`config.mk`:
```
export PLATFORM = sky130hd
export DESIGN_NAME = fixed_point_to_decimal_ascii_unit
export DESIGN_NICKNAME = d
export VERILOG_FILES = /design/src/fpda_pkg.sv /design/src/fpda_queue.sv /design/src/fpda_front.sv /design/src/fpda_back.sv /design/src/fixed_point_to_decimal_ascii_unit.sv
export SDC_FILE = /design/constraint.sdc
export NUM_CORES = 1
export LEC_CHECK = 0
export BUFFER_PORTS_ARGS = -buffer_cell sky130_fd_sc_hd__buf_2
export CORE_MARGIN = 5
export CORE_UTILIZATION = 43
export CTS_CLUSTER_DIAMETER = 30
export CTS_CLUSTER_SIZE = 8
export DETAILED_ROUTE_END_ITERATION = 7
export SYNTH_ARGS = -nofsm -noshare
export SYNTH_HDL_FRONTEND = slang
export SYNTH_SLANG_ARGS = --single-unit
```
`constraint.sdc`:
```
create_clock -name clock -period 10.1 [get_ports clock]
set_input_delay 3.03 -clock clock [delete_from_list [all_inputs] [get_ports clock]]
set_output_delay 3.03 -clock clock [all_outputs]
set_load 0.1 [all_outputs]
```
`src/fpda_pkg.sv`:
```
package fpda_pkg;

   localparam int DEF_INT_BITS        = 16;
   localparam int DEF_FRAC_BITS       = 16;
   localparam int DEF_MAX_INT_DIGITS  = 10;
   localparam int DEF_MAX_FRAC_DIGITS = 8;
   localparam int QUEUE_DEPTH         = 2;

   localparam int CSR_IDX_W  = 2;
   localparam int CSR_DATA_W = 4;

   localparam logic [CSR_IDX_W-1:0]  CSR_INT_DIGITS  = 2'd0;
   localparam logic [CSR_IDX_W-1:0]  CSR_FRAC_DIGITS = 2'd1;
   localparam logic [CSR_DATA_W-1:0] RST_INT_DIGITS  = 4'd3;
   localparam logic [CSR_DATA_W-1:0] RST_FRAC_DIGITS = 4'd1;

   localparam logic [7:0] CHAR_ZERO = 8'h30;
   localparam logic [7:0] CHAR_DOT  = 8'h2E;

   // floor(x / 10) == (x * RECIP_TEN) >> RECIP_SHIFT for every 32-bit x
   localparam logic [31:0] RECIP_TEN   = 32'hCCCC_CCCD;
   localparam int          RECIP_SHIFT = 35;

   typedef enum logic [1:0] {
      F_IDLE,
      F_CONV,
      F_PUSH
   } front_state_type;

   typedef enum logic [1:0] {
      B_IDLE,
      B_INT,
      B_DOT,
      B_FRAC
   } back_state_type;

   // queue handshake between two modules
   typedef struct packed {
      logic push_valid;
      logic push_ready;
   } queue_hs_type;

endpackage

```
`src/fpda_queue.sv`:
```
module fpda_queue
   import fpda_pkg::*;
#(
   parameter int WIDTH = 8,
   parameter int DEPTH = QUEUE_DEPTH
) (
   input  logic             clock,
   input  logic             reset,
   input  logic             push_valid,
   output logic             push_ready,
   input  logic [WIDTH-1:0] push_data,
   output logic             pop_valid,
   input  logic             pop_ready,
   output logic [WIDTH-1:0] pop_data
);

   localparam int PTR_W = (DEPTH > 1) ? $clog2(DEPTH) : 1;
   localparam int CNT_W = $clog2(DEPTH + 1);

   logic [WIDTH-1:0] entry_ff [DEPTH];
   logic [PTR_W-1:0] wr_ptr_ff, wr_ptr_in;
   logic [PTR_W-1:0] rd_ptr_ff, rd_ptr_in;
   logic [CNT_W-1:0] count_ff, count_in;
   logic             do_push, do_pop;

   assign push_ready = (count_ff != CNT_W'(DEPTH));
   assign pop_valid  = (count_ff != '0);
   assign pop_data   = entry_ff[rd_ptr_ff];
   assign do_push    = push_valid && push_ready;
   assign do_pop     = pop_valid && pop_ready;

   always_comb begin
      wr_ptr_in = wr_ptr_ff;
      rd_ptr_in = rd_ptr_ff;
      count_in  = count_ff;
      if (do_push) begin
         wr_ptr_in = (wr_ptr_ff == PTR_W'(DEPTH - 1)) ? '0 : wr_ptr_ff + 1'b1;
      end
      if (do_pop) begin
         rd_ptr_in = (rd_ptr_ff == PTR_W'(DEPTH - 1)) ? '0 : rd_ptr_ff + 1'b1;
      end
      if (do_push && !do_pop) begin
         count_in = count_ff + 1'b1;
      end else if (do_pop && !do_push) begin
         count_in = count_ff - 1'b1;
      end
   end

   always_ff @(posedge clock) begin
      if (reset) begin
         wr_ptr_ff <= '0;
         rd_ptr_ff <= '0;
         count_ff  <= '0;
      end else begin
         wr_ptr_ff <= wr_ptr_in;
         rd_ptr_ff <= rd_ptr_in;
         count_ff  <= count_in;
      end
   end

   always_ff @(posedge clock) begin
      if (do_push) begin
         entry_ff[wr_ptr_ff] <= push_data;
      end
   end

   a_count_bound: assert property (@(posedge clock) disable iff (reset)
      count_ff <= CNT_W'(DEPTH))
      else $error("queue count above depth");

endmodule

```
`src/fpda_front.sv`:
```
module fpda_front
   import fpda_pkg::*;
#(
   parameter int INT_BITS        = DEF_INT_BITS,
   parameter int FRAC_BITS       = DEF_FRAC_BITS,
   parameter int MAX_INT_DIGITS  = DEF_MAX_INT_DIGITS,
   parameter int MAX_FRAC_DIGITS = DEF_MAX_FRAC_DIGITS,
   parameter int JOB_W           = 8
) (
   input  logic                  clock,
   input  logic                  reset,
   input  logic                  req_valid,
   output logic                  req_ready,
   input  logic [31:0]           req_value,
   input  logic [CSR_DATA_W-1:0] int_digits,
   input  logic [CSR_DATA_W-1:0] frac_digits,
   output queue_hs_type          hs_out,
   input  logic                  hs_ready,
   output logic [JOB_W-1:0]      job_data
);

   localparam int FW   = (FRAC_BITS > 0) ? FRAC_BITS : 1;
   localparam int NG_W = $clog2(MAX_INT_DIGITS + 1);
   localparam int NF_W = (MAX_FRAC_DIGITS > 0) ? $clog2(MAX_FRAC_DIGITS + 1) : 1;

   front_state_type  state_ff, state_in;
   logic [INT_BITS-1:0] ipart_ff, ipart_in;
   logic [FW-1:0]       frac_ff;
   logic [NG_W-1:0]     ng_ff, cnt_ff, cnt_in;
   logic [NF_W-1:0]     nf_ff;
   logic [3:0]          digs_ff [MAX_INT_DIGITS];
   logic [3:0]          digs_in [MAX_INT_DIGITS];

   logic                accept;
   logic                step;
   logic [63:0]         value_ext;
   logic [INT_BITS-1:0] ipart_new;
   logic [FW-1:0]       frac_new;
   logic [NG_W-1:0]     ng_new;
   logic [NF_W-1:0]     nf_new;
   logic [31:0]         x32, q32;
   logic [63:0]         prod;
   logic [3:0]          ten_q, rem;
   logic [4*MAX_INT_DIGITS-1:0] digs_flat;

   assign accept    = req_valid && req_ready;
   assign value_ext = {32'd0, req_value} >> FRAC_BITS;
   assign ipart_new = value_ext[INT_BITS-1:0];
   assign frac_new  = (FRAC_BITS == 0) ? '0 : req_value[FW-1:0];
   assign ng_new    = ({28'd0, int_digits} > 32'(MAX_INT_DIGITS)) ?
                      NG_W'(MAX_INT_DIGITS) : NG_W'(int_digits);
   assign nf_new    = ({28'd0, frac_digits} > 32'(MAX_FRAC_DIGITS)) ?
                      NF_W'(MAX_FRAC_DIGITS) : NF_W'(frac_digits);

   // divide by ten through the reciprocal; the remainder needs only 4 bits
   assign x32   = 32'(ipart_ff);
   assign prod  = 64'(x32) * 64'(RECIP_TEN);
   assign q32   = 32'(prod >> RECIP_SHIFT);
   assign ten_q = {q32[0], 3'b000} + {q32[2:0], 1'b0};
   assign rem   = x32[3:0] - ten_q;

   always_comb begin
      state_in = state_ff;
      unique case (state_ff)
         F_IDLE: begin
            if (req_valid) begin
               state_in = (ng_new == '0) ? F_PUSH : F_CONV;
            end
         end
         F_CONV: begin
            if (cnt_ff == NG_W'(1)) begin
               state_in = F_PUSH;
            end
         end
         F_PUSH: begin
            if (hs_ready) begin
               state_in = F_IDLE;
            end
         end
         default: state_in = F_IDLE;
      endcase
   end

   always_comb begin
      req_ready         = 1'b0;
      hs_out.push_valid = 1'b0;
      hs_out.push_ready = hs_ready;
      step              = 1'b0;
      unique case (state_ff)
         F_IDLE:  req_ready         = 1'b1;
         F_CONV:  step              = 1'b1;
         F_PUSH:  hs_out.push_valid = 1'b1;
         default: req_ready         = 1'b0;
      endcase
   end

   always_comb begin
      ipart_in = ipart_ff;
      cnt_in   = cnt_ff;
      digs_in  = digs_ff;
      if (accept) begin
         ipart_in = ipart_new;
         cnt_in   = ng_new;
      end else if (step) begin
         // push the new digit in at the bottom: the most significant ends there
         ipart_in   = q32[INT_BITS-1:0];
         cnt_in     = cnt_ff - 1'b1;
         digs_in[0] = rem;
         for (int i = 1; i < MAX_INT_DIGITS; i++) begin
            digs_in[i] = digs_ff[i-1];
         end
      end
   end

   always_ff @(posedge clock) begin
      if (reset) begin
         state_ff <= F_IDLE;
      end else begin
         state_ff <= state_in;
      end
   end

   always_ff @(posedge clock) begin
      ipart_ff <= ipart_in;
      cnt_ff   <= cnt_in;
      digs_ff  <= digs_in;
      if (accept) begin
         frac_ff <= frac_new;
         ng_ff   <= ng_new;
         nf_ff   <= nf_new;
      end
   end

   always_comb begin
      for (int i = 0; i < MAX_INT_DIGITS; i++) begin
         digs_flat[i*4 +: 4] = digs_ff[i];
      end
   end

   assign job_data = {digs_flat, frac_ff, ng_ff, nf_ff};

   a_conv_count: assert property (@(posedge clock) disable iff (reset)
      (state_ff == F_CONV) |-> (cnt_ff != '0))
      else $error("conversion running with no digits left");

endmodule

```
`src/fpda_back.sv`:
```
module fpda_back
   import fpda_pkg::*;
#(
   parameter int FRAC_BITS       = DEF_FRAC_BITS,
   parameter int MAX_INT_DIGITS  = DEF_MAX_INT_DIGITS,
   parameter int MAX_FRAC_DIGITS = DEF_MAX_FRAC_DIGITS,
   parameter int JOB_W           = 8
) (
   input  logic             clock,
   input  logic             reset,
   input  logic             job_valid,
   output logic             job_ready,
   input  logic [JOB_W-1:0] job_data,
   output logic             rsp_valid,
   input  logic             rsp_ready,
   output logic [7:0]       rsp_char_code,
   output logic             rsp_last
);

   localparam int FW   = (FRAC_BITS > 0) ? FRAC_BITS : 1;
   localparam int PW   = FW + 4;
   localparam int NG_W = $clog2(MAX_INT_DIGITS + 1);
   localparam int NF_W = (MAX_FRAC_DIGITS > 0) ? $clog2(MAX_FRAC_DIGITS + 1) : 1;

   back_state_type  state_ff, state_in;
   logic [3:0]      digs_ff [MAX_INT_DIGITS];
   logic [3:0]      digs_in [MAX_INT_DIGITS];
   logic [FW-1:0]   frem_ff, frem_in;
   logic [NG_W-1:0] icnt_ff, icnt_in;
   logic [NF_W-1:0] fcnt_ff, fcnt_in;
   logic            rsp_valid_ff, rsp_valid_in;
   logic [7:0]      char_ff, char_in;
   logic            last_ff, last_in;

   logic [4*MAX_INT_DIGITS-1:0] job_digs;
   logic [FW-1:0]   job_frac;
   logic [NG_W-1:0] job_ng;
   logic [NF_W-1:0] job_nf;
   logic            out_free;
   logic            emit;
   logic [PW-1:0]   prod10;
   logic [3:0]      fdigit;

   assign {job_digs, job_frac, job_ng, job_nf} = job_data;
   assign out_free = !rsp_valid_ff || rsp_ready;

   assign prod10 = (PW'(frem_ff) << 3) + (PW'(frem_ff) << 1);
   assign fdigit = prod10[FRAC_BITS +: 4];

   always_comb begin
      state_in = state_ff;
      unique case (state_ff)
         B_IDLE: begin
            if (job_valid) begin
               state_in = (job_ng == '0) ? B_DOT : B_INT;
            end
         end
         B_INT: begin
            if (out_free && icnt_ff == NG_W'(1)) begin
               state_in = B_DOT;
            end
         end
         B_DOT: begin
            if (out_free) begin
               state_in = (fcnt_ff == '0) ? B_IDLE : B_FRAC;
            end
         end
         B_FRAC: begin
            if (out_free && fcnt_ff == NF_W'(1)) begin
               state_in = B_IDLE;
            end
         end
         default: state_in = B_IDLE;
      endcase
   end

   always_comb begin
      job_ready = 1'b0;
      emit      = 1'b0;
      char_in   = char_ff;
      last_in   = last_ff;
      digs_in   = digs_ff;
      frem_in   = frem_ff;
      icnt_in   = icnt_ff;
      fcnt_in   = fcnt_ff;
      unique case (state_ff)
         B_IDLE: begin
            job_ready = 1'b1;
            if (job_valid) begin
               for (int i = 0; i < MAX_INT_DIGITS; i++) begin
                  digs_in[i] = job_digs[i*4 +: 4];
               end
               frem_in = job_frac;
               icnt_in = job_ng;
               fcnt_in = job_nf;
            end
         end
         B_INT: begin
            if (out_free) begin
               emit    = 1'b1;
               char_in = CHAR_ZERO + {4'd0, digs_ff[0]};
               last_in = 1'b0;
               icnt_in = icnt_ff - 1'b1;
               // advance the next lower digit to the head
               for (int i = 0; i < MAX_INT_DIGITS - 1; i++) begin
                  digs_in[i] = digs_ff[i+1];
               end
            end
         end
         B_DOT: begin
            if (out_free) begin
               emit    = 1'b1;
               char_in = CHAR_DOT;
               last_in = (fcnt_ff == '0);
            end
         end
         B_FRAC: begin
            if (out_free) begin
               emit    = 1'b1;
               char_in = CHAR_ZERO + {4'd0, fdigit};
               last_in = (fcnt_ff == NF_W'(1));
               frem_in = prod10[FW-1:0];
               fcnt_in = fcnt_ff - 1'b1;
            end
         end
         default: job_ready = 1'b0;
      endcase
   end

   always_comb begin
      rsp_valid_in = rsp_valid_ff;
      if (emit) begin
         rsp_valid_in = 1'b1;
      end else if (rsp_ready) begin
         rsp_valid_in = 1'b0;
      end
   end

   always_ff @(posedge clock) begin
      if (reset) begin
         state_ff     <= B_IDLE;
         rsp_valid_ff <= 1'b0;
      end else begin
         state_ff     <= state_in;
         rsp_valid_ff <= rsp_valid_in;
      end
   end

   always_ff @(posedge clock) begin
      digs_ff <= digs_in;
      frem_ff <= frem_in;
      icnt_ff <= icnt_in;
      fcnt_ff <= fcnt_in;
      char_ff <= char_in;
      last_ff <= last_in;
   end

   assign rsp_valid     = rsp_valid_ff;
   assign rsp_char_code = char_ff;
   assign rsp_last      = last_ff;

   a_int_count: assert property (@(posedge clock) disable iff (reset)
      (state_ff == B_INT) |-> (icnt_ff != '0))
      else $error("integer digit emitted with count at zero");

   a_frac_count: assert property (@(posedge clock) disable iff (reset)
      (state_ff == B_FRAC) |-> (fcnt_ff != '0))
      else $error("fraction digit emitted with count at zero");

   // an idle sequencer may load the next job under a stalled word
   a_emit_free: assert property (@(posedge clock) disable iff (reset)
      (rsp_valid_ff && !rsp_ready && state_ff != B_IDLE) |=>
      (state_ff == $past(state_ff)))
      else $error("sequencer advanced while the output was stalled");

endmodule

```
`src/fixed_point_to_decimal_ascii_unit.sv`:
```
// Fixed-point to decimal ASCII converter.
// req channel: one unsigned fixed-point word per value (INT_BITS integer
// bits above FRAC_BITS fraction bits). rsp channel: one ASCII character per
// word, int_digits integer digits (leading zeros kept, excess high digits
// dropped), then '.', then frac_digits truncated fraction digits; rsp_last
// marks the final character. Both counts saturate at their maximums.
// csr port: write int_digits at index 0 and frac_digits at index 1 while idle.
// The front splits the integer part into digits, one divide-by-ten step per
// cycle, and hands the job through a two-entry queue to the back, which
// sends one character per cycle while the receiver is ready. The front
// can accept the next value while the back still sends the characters of
// earlier ones; the back, with its one-character output register, limits
// the throughput.
// Reset clears both state machines, the queue and the output valid, and sets
// int_digits to 3 and frac_digits to 1. When the receiver stalls, the output
// word holds, the back waits, the queue fills, and then req_ready drops.
module fixed_point_to_decimal_ascii_unit
   import fpda_pkg::*;
#(
   parameter int INT_BITS        = DEF_INT_BITS,
   parameter int FRAC_BITS       = DEF_FRAC_BITS,
   parameter int MAX_INT_DIGITS  = DEF_MAX_INT_DIGITS,
   parameter int MAX_FRAC_DIGITS = DEF_MAX_FRAC_DIGITS
) (
   input  logic                  clock,
   input  logic                  reset,
   input  logic                  req_valid,
   output logic                  req_ready,
   input  logic [31:0]           req_value,
   output logic                  rsp_valid,
   input  logic                  rsp_ready,
   output logic [7:0]            rsp_char_code,
   output logic                  rsp_last,
   input  logic                  csr_write_enable,
   input  logic [CSR_IDX_W-1:0]  csr_index,
   input  logic [CSR_DATA_W-1:0] csr_write_data
);

   localparam int FW    = (FRAC_BITS > 0) ? FRAC_BITS : 1;
   localparam int NG_W  = $clog2(MAX_INT_DIGITS + 1);
   localparam int NF_W  = (MAX_FRAC_DIGITS > 0) ? $clog2(MAX_FRAC_DIGITS + 1) : 1;
   localparam int JOB_W = 4 * MAX_INT_DIGITS + FW + NG_W + NF_W;

   logic [CSR_DATA_W-1:0] int_digits_ff, int_digits_in;
   logic [CSR_DATA_W-1:0] frac_digits_ff, frac_digits_in;

   queue_hs_type     front_hs;
   logic             queue_ready;
   logic [JOB_W-1:0] push_data;
   logic             pop_valid, pop_ready;
   logic [JOB_W-1:0] pop_data;

   always_comb begin
      int_digits_in  = int_digits_ff;
      frac_digits_in = frac_digits_ff;
      if (csr_write_enable) begin
         unique case (csr_index)
            CSR_INT_DIGITS:  int_digits_in  = csr_write_data;
            CSR_FRAC_DIGITS: frac_digits_in = csr_write_data;
            default:         int_digits_in  = int_digits_ff;
         endcase
      end
   end

   always_ff @(posedge clock) begin
      if (reset) begin
         int_digits_ff  <= RST_INT_DIGITS;
         frac_digits_ff <= RST_FRAC_DIGITS;
      end else begin
         int_digits_ff  <= int_digits_in;
         frac_digits_ff <= frac_digits_in;
      end
   end

   fpda_front #(
      .INT_BITS        (INT_BITS),
      .FRAC_BITS       (FRAC_BITS),
      .MAX_INT_DIGITS  (MAX_INT_DIGITS),
      .MAX_FRAC_DIGITS (MAX_FRAC_DIGITS),
      .JOB_W           (JOB_W)
   ) u_front (
      .clock       (clock),
      .reset       (reset),
      .req_valid   (req_valid),
      .req_ready   (req_ready),
      .req_value   (req_value),
      .int_digits  (int_digits_ff),
      .frac_digits (frac_digits_ff),
      .hs_out      (front_hs),
      .hs_ready    (queue_ready),
      .job_data    (push_data)
   );

   fpda_queue #(
      .WIDTH (JOB_W),
      .DEPTH (QUEUE_DEPTH)
   ) u_queue (
      .clock      (clock),
      .reset      (reset),
      .push_valid (front_hs.push_valid),
      .push_ready (queue_ready),
      .push_data  (push_data),
      .pop_valid  (pop_valid),
      .pop_ready  (pop_ready),
      .pop_data   (pop_data)
   );

   fpda_back #(
      .FRAC_BITS       (FRAC_BITS),
      .MAX_INT_DIGITS  (MAX_INT_DIGITS),
      .MAX_FRAC_DIGITS (MAX_FRAC_DIGITS),
      .JOB_W           (JOB_W)
   ) u_back (
      .clock         (clock),
      .reset         (reset),
      .job_valid     (pop_valid),
      .job_ready     (pop_ready),
      .job_data      (pop_data),
      .rsp_valid     (rsp_valid),
      .rsp_ready     (rsp_ready),
      .rsp_char_code (rsp_char_code),
      .rsp_last      (rsp_last)
   );

   a_push_seen: assert property (@(posedge clock) disable iff (reset)
      (front_hs.push_valid && !front_hs.push_ready) |=> front_hs.push_valid)
      else $error("front dropped a job the queue had not taken");

endmodule
```
==> results by group <==
Status
  – Outcome: complete, no violations

Critical path
  – Endpoint of the most critical register-to-register path: u_front.job_data[27]$_DFFE_PP_
  – Crit. End Element: flip-flop
  – Category of cells accounting for the largest share of critical-path delay: adder cells
  – Critical path buffer and inverter count: 6
  – Launch point of the worst reg-to-reg path: u_front.ipart_ff[8]$_DFFE_PP_
  – Kind of start point of the critical path: flip-flop
  – Max Fanout on Critical Path: 4
  – CP Class: flip-flop to flip-flop
  – Required time reported for the critical path endpoint: 10.41 ns
  – Stages on worst setup path: 24
  – Worst setup startpoint: u_front.ipart_ff[8]$_DFFE_PP_
  – Largest stage delay, worst path: 0.57 ns
  – Critical Path Most Common Cell: sky130_fd_sc_hd__inv_1
  – Capturing instance or port of the critical path: u_front.job_data[27]$_DFFE_PP_
  – R2r worst-path depth: 24
  – Worst-path cell with the longest stage delay: sky130_fd_sc_hd__fa_1
  – Register-to-register setup slack: around 3.8 ns
  – Cell chain of the critical path: inv_1 > ha_1 > inv_1 > fa_1 > inv_1 > fa_1 > fa_1 > inv_1 > fa_1 > inv_1 > fa_1 > inv_1 > ha_1 > nand4_2 > nor4_4 > o211a_1 > a2111o_1 > nand2_1 > a31oi_1 > xor2_1 > ha_1 > xor2_1 > xnor2_1 > xnor2_1
  – CP Data Arrival Time: 6.63 ns

Logic synthesis
  – Synth area leaders: sky130_fd_sc_hd__edfxtp_1 51%, sky130_fd_sc_hd__ha_1 12%, sky130_fd_sc_hd__fa_1 10%
  – Area share of the largest cell type after synthesis: 0.508
  – Top FF cell, synth: sky130_fd_sc_hd__edfxtp_1
  – Leading post-synthesis cells by instance count: 282 x sky130_fd_sc_hd__edfxtp_1, 194 x sky130_fd_sc_hd__inv_1, 154 x sky130_fd_sc_hd__ha_1
  – Mean post-synth cell area: 12.8 sq um
  – Synth warn: 0
  – Most frequent cell after synthesis: sky130_fd_sc_hd__edfxtp_1
  – Instance count of the mapped netlist: 1,306
  – Number of enable flip-flop cells after synthesis: 282
  – Async SR Flop Fraction: 0
  – Mapped Area: 16,700 sq um
  – Seq cells post-synth: 300
  – Post-synthesis cell type count: 63
  – Top cell type by total area after synthesis: sky130_fd_sc_hd__edfxtp_1
  – Sequential cell area fraction in the yosys report: 0.530

CTS
  – H-Tree Depth: 3
  – Clock Root Buffer: sky130_fd_sc_hd__clkbuf_16
  – Number of CTS-inserted buffers: between 60 and 70
  – Post-CTS resize count: 0
  – TritonCTS clock tree: done
  – CTS hold repair buffers: 0
  – Post-CTS clock slew at the launch and capture registers of the worst setup and hold paths: ~0.04 ns
  – Buffers from clock root to sink, at most: 3
  – # clock sinks: 300
  – Clock latency of the later-clocked register in the worst-skew pair: 0.57 ns
  – Number of buffers added for setup after CTS: 0

Drt
  – Via count: 9,736
  – DRT Wirelength: around 33,000 microns
  – DRT Pass-1 Iters: 4
  – Post-detailed-route wirelength per cell: 16.7 microns
  – Post-DR vias/cell: 4.93
  – Number of antenna-violating nets in the routed design: 0
  – Count of unresolved DRC violations after routing: 0
  – DR iter-0 viols: 477

Timing
  – Hold Fails Final Rpt: 0
  – Peak Freq: about 160 MHz
  – Worst-Margin Slew: 1.15 ns
  – Clock Skews: 0.0221 ns
  – Post-route minimum period: 6.33 ns
  – Unrepaired setup endpoints after global routing: no
  – Final number of max-transition violations: 0
  – Setup total negative slack: 0 ns
  – Final setup violating endpoints: 0
  – Relative slew margins: 0.231
  – Crit share post-route: 0.626

Floorplanning
  – Io pins: 54
  – Number of rows created at floorplan: 72
  – Initial Utilization: 0.433
  – Height of the die: 207 microns
  – Area of the die: 42,800 sq um
  – Core footprint: 38,500 sq um
  – X dimension of the die: 207 microns

GRT
  – Sum of overflow across all layers after global routing: 0
  – Number of antenna violations at the first check in global routing: 0
  – Wire length of the first global-routing pass: 54,000 microns
  – Number of global-route vias before repair: 10.4k
  – GRT Resource Usage Total: 0.162
  – Pin count of the biggest net entering global routing: 65

Final layout
  – Proportion of layout cells with a drive suffix above 1: 0.139
  – Layout net count: between 1.5k and 2k
  – Filler cell count in the final layout: about 3.3k
  – Diode insertion count for antenna repair: 0
  – Multi-input gate area in the final layout: 7000 sq um
  – Footprint of the flip-flops and latches: 8830 sq um
  – Layout area overhead: 20.1%

Place
  – Number of I/O port buffers: 50
  – Post-DP HPWL: 23,000 microns
  – Placer Congestion: about 0.85

Flow run
  – Count of max-cap constraint violations: 0

Worst hold path
  – Worst Hold Class: flip-flop to flip-flop
==> metal layers <==
metal,wire (microns),vias to the layer above,GRT usage
li1,-,4781,-
met1,14800,4741,0.209
met2,16300,170,0.275
met3,1180,44,0.0258
met4,793,0,0.0642
met5,0,-,0
==> layout make-up <==
class	instances	share of cell area
flip-flops and latches	300	0.441
multi-input cells	779	0.350
clock buffers	77	0.0877
inverters	195	0.0366
clock inverters	47	0.0361
well taps	518	0.0324
repair buffers	59	0.0159
==> worst min-delay path by stage <==
stage	slack [ns]	startpoint	cells after the start	to
global route	0.45	u_front.ng_ff[3]$_DFFE_PP_	0	u_queue.entry_ff[0][7]$_DFFE_PP_
finish	0.44	u_front.ng_ff[3]$_DFFE_PP_	0	u_queue.entry_ff[1][7]$_DFFE_PP_
detailed placement	0.43	u_front.frac_ff[8]$_DFFE_PP_	0	u_queue.entry_ff[1][16]$_DFFE_PP_
CTS	0.44	u_front.frac_ff[8]$_DFFE_PP_	0	u_queue.entry_ff[1][16]$_DFFE_PP_
global placement	0.43	u_front.frac_ff[15]$_DFFE_PP_	0	u_queue.entry_ff[0][23]$_DFFE_PP_
floorplan	0.42	u_front.nf_ff[0]$_SDFFCE_PN0P_	0	u_queue.entry_ff[0][0]$_DFFE_PP_
==> per-stage QoR <==
step / utilization / hold slack [ns] / cell area [sq um] / worst slack, ns / instances
after floorplan: - / 0.421 / 16700 / 3.64 / 1307
after global placement: 0.456 / 0.426 / 17500 / 3.85 / 1851
after detailed placement: 0.456 / 0.435 / 17500 / 3.79 / 1851
after CTS: 0.520 / 0.439 / 20000 / 3.77 / 1975
after global routing: 0.520 / 0.449 / 20000 / 3.44 / 1975
final: 0.520 / 0.441 / 20000 / 3.77 / 1975
==> layout by cell type, fill, tap and decap left out, types with 5 or more instances in the layout <==
cell type                    netlist  final
sky130_fd_sc_hd__a31oi_1           7      7
sky130_fd_sc_hd__clkinv_2          0      8
sky130_fd_sc_hd__clkinv_1          1      7
sky130_fd_sc_hd__nand2_1          83     83
sky130_fd_sc_hd__a211oi_1         10     10
sky130_fd_sc_hd__clkbuf_1         24      7
sky130_fd_sc_hd__mux2i_1          61     61
sky130_fd_sc_hd__nand3_1           8      8
sky130_fd_sc_hd__nor2b_1          13     11
sky130_fd_sc_hd__nand2b_1          6      6
sky130_fd_sc_hd__and3_1            8      8
sky130_fd_sc_hd__or3_1             5      5
sky130_fd_sc_hd__xor2_1           18     18
sky130_fd_sc_hd__mux2_2           13     13
sky130_fd_sc_hd__dfxtp_1          18     17
sky130_fd_sc_hd__clkbuf_16         0     68
sky130_fd_sc_hd__buf_2             0     50
sky130_fd_sc_hd__edfxtp_1        282    282
sky130_fd_sc_hd__nand4_1           8      8
sky130_fd_sc_hd__xnor2_1          22     22
sky130_fd_sc_hd__a21o_1           11     11
sky130_fd_sc_hd__a21oi_1          55     55
sky130_fd_sc_hd__inv_1           194    194
sky130_fd_sc_hd__ha_1            154    154
sky130_fd_sc_hd__clkinvlp_4        0     10
sky130_fd_sc_hd__o21ai_0          75     73
sky130_fd_sc_hd__buf_4             3      9
sky130_fd_sc_hd__nor2_1           68     68
sky130_fd_sc_hd__fa_1             83     83
sky130_fd_sc_hd__nor3_1           16     16
sky130_fd_sc_hd__bufinv_16         0     13
==> kinds of logic (layout without fill, tap and decap cells) <==
family                   Yosys count  after routing  synth area share
other                              2              3          0.000451
adder cells (fa/ha/maj)          237            237             0.215
XOR/XNOR                          40             40            0.0210
flip-flops                       300            300             0.530
AO/OA/AOI/OAI                    194            194            0.0713
buffers and inverters            228            378            0.0521
AND/OR/NAND/NOR                  231            231            0.0642
multiplexers                      74             74            0.0454
==> flip-flops by register name, summed over array words and instances, names as in the netlist, 4 cells and up, named ones only <==
signal and count:
u_front.frac_ff 16, u_back.fcnt_ff 4, u_front.cnt_ff 4, frac_digits_ff 4, u_front.ng_ff 4, u_front.nf_ff 4
u_front.ipart_ff 16, int_digits_ff 4, u_back.rsp_char_code 5, u_queue.entry_ff 128, u_back.frem_ff 16, u_back.digs_ff 40
u_back.icnt_ff 4, u_front.job_data 40
Power is left out: the tool's default activity adds up to more than one toggle a clock period on the data nets, which glitch-free logic cannot reach.
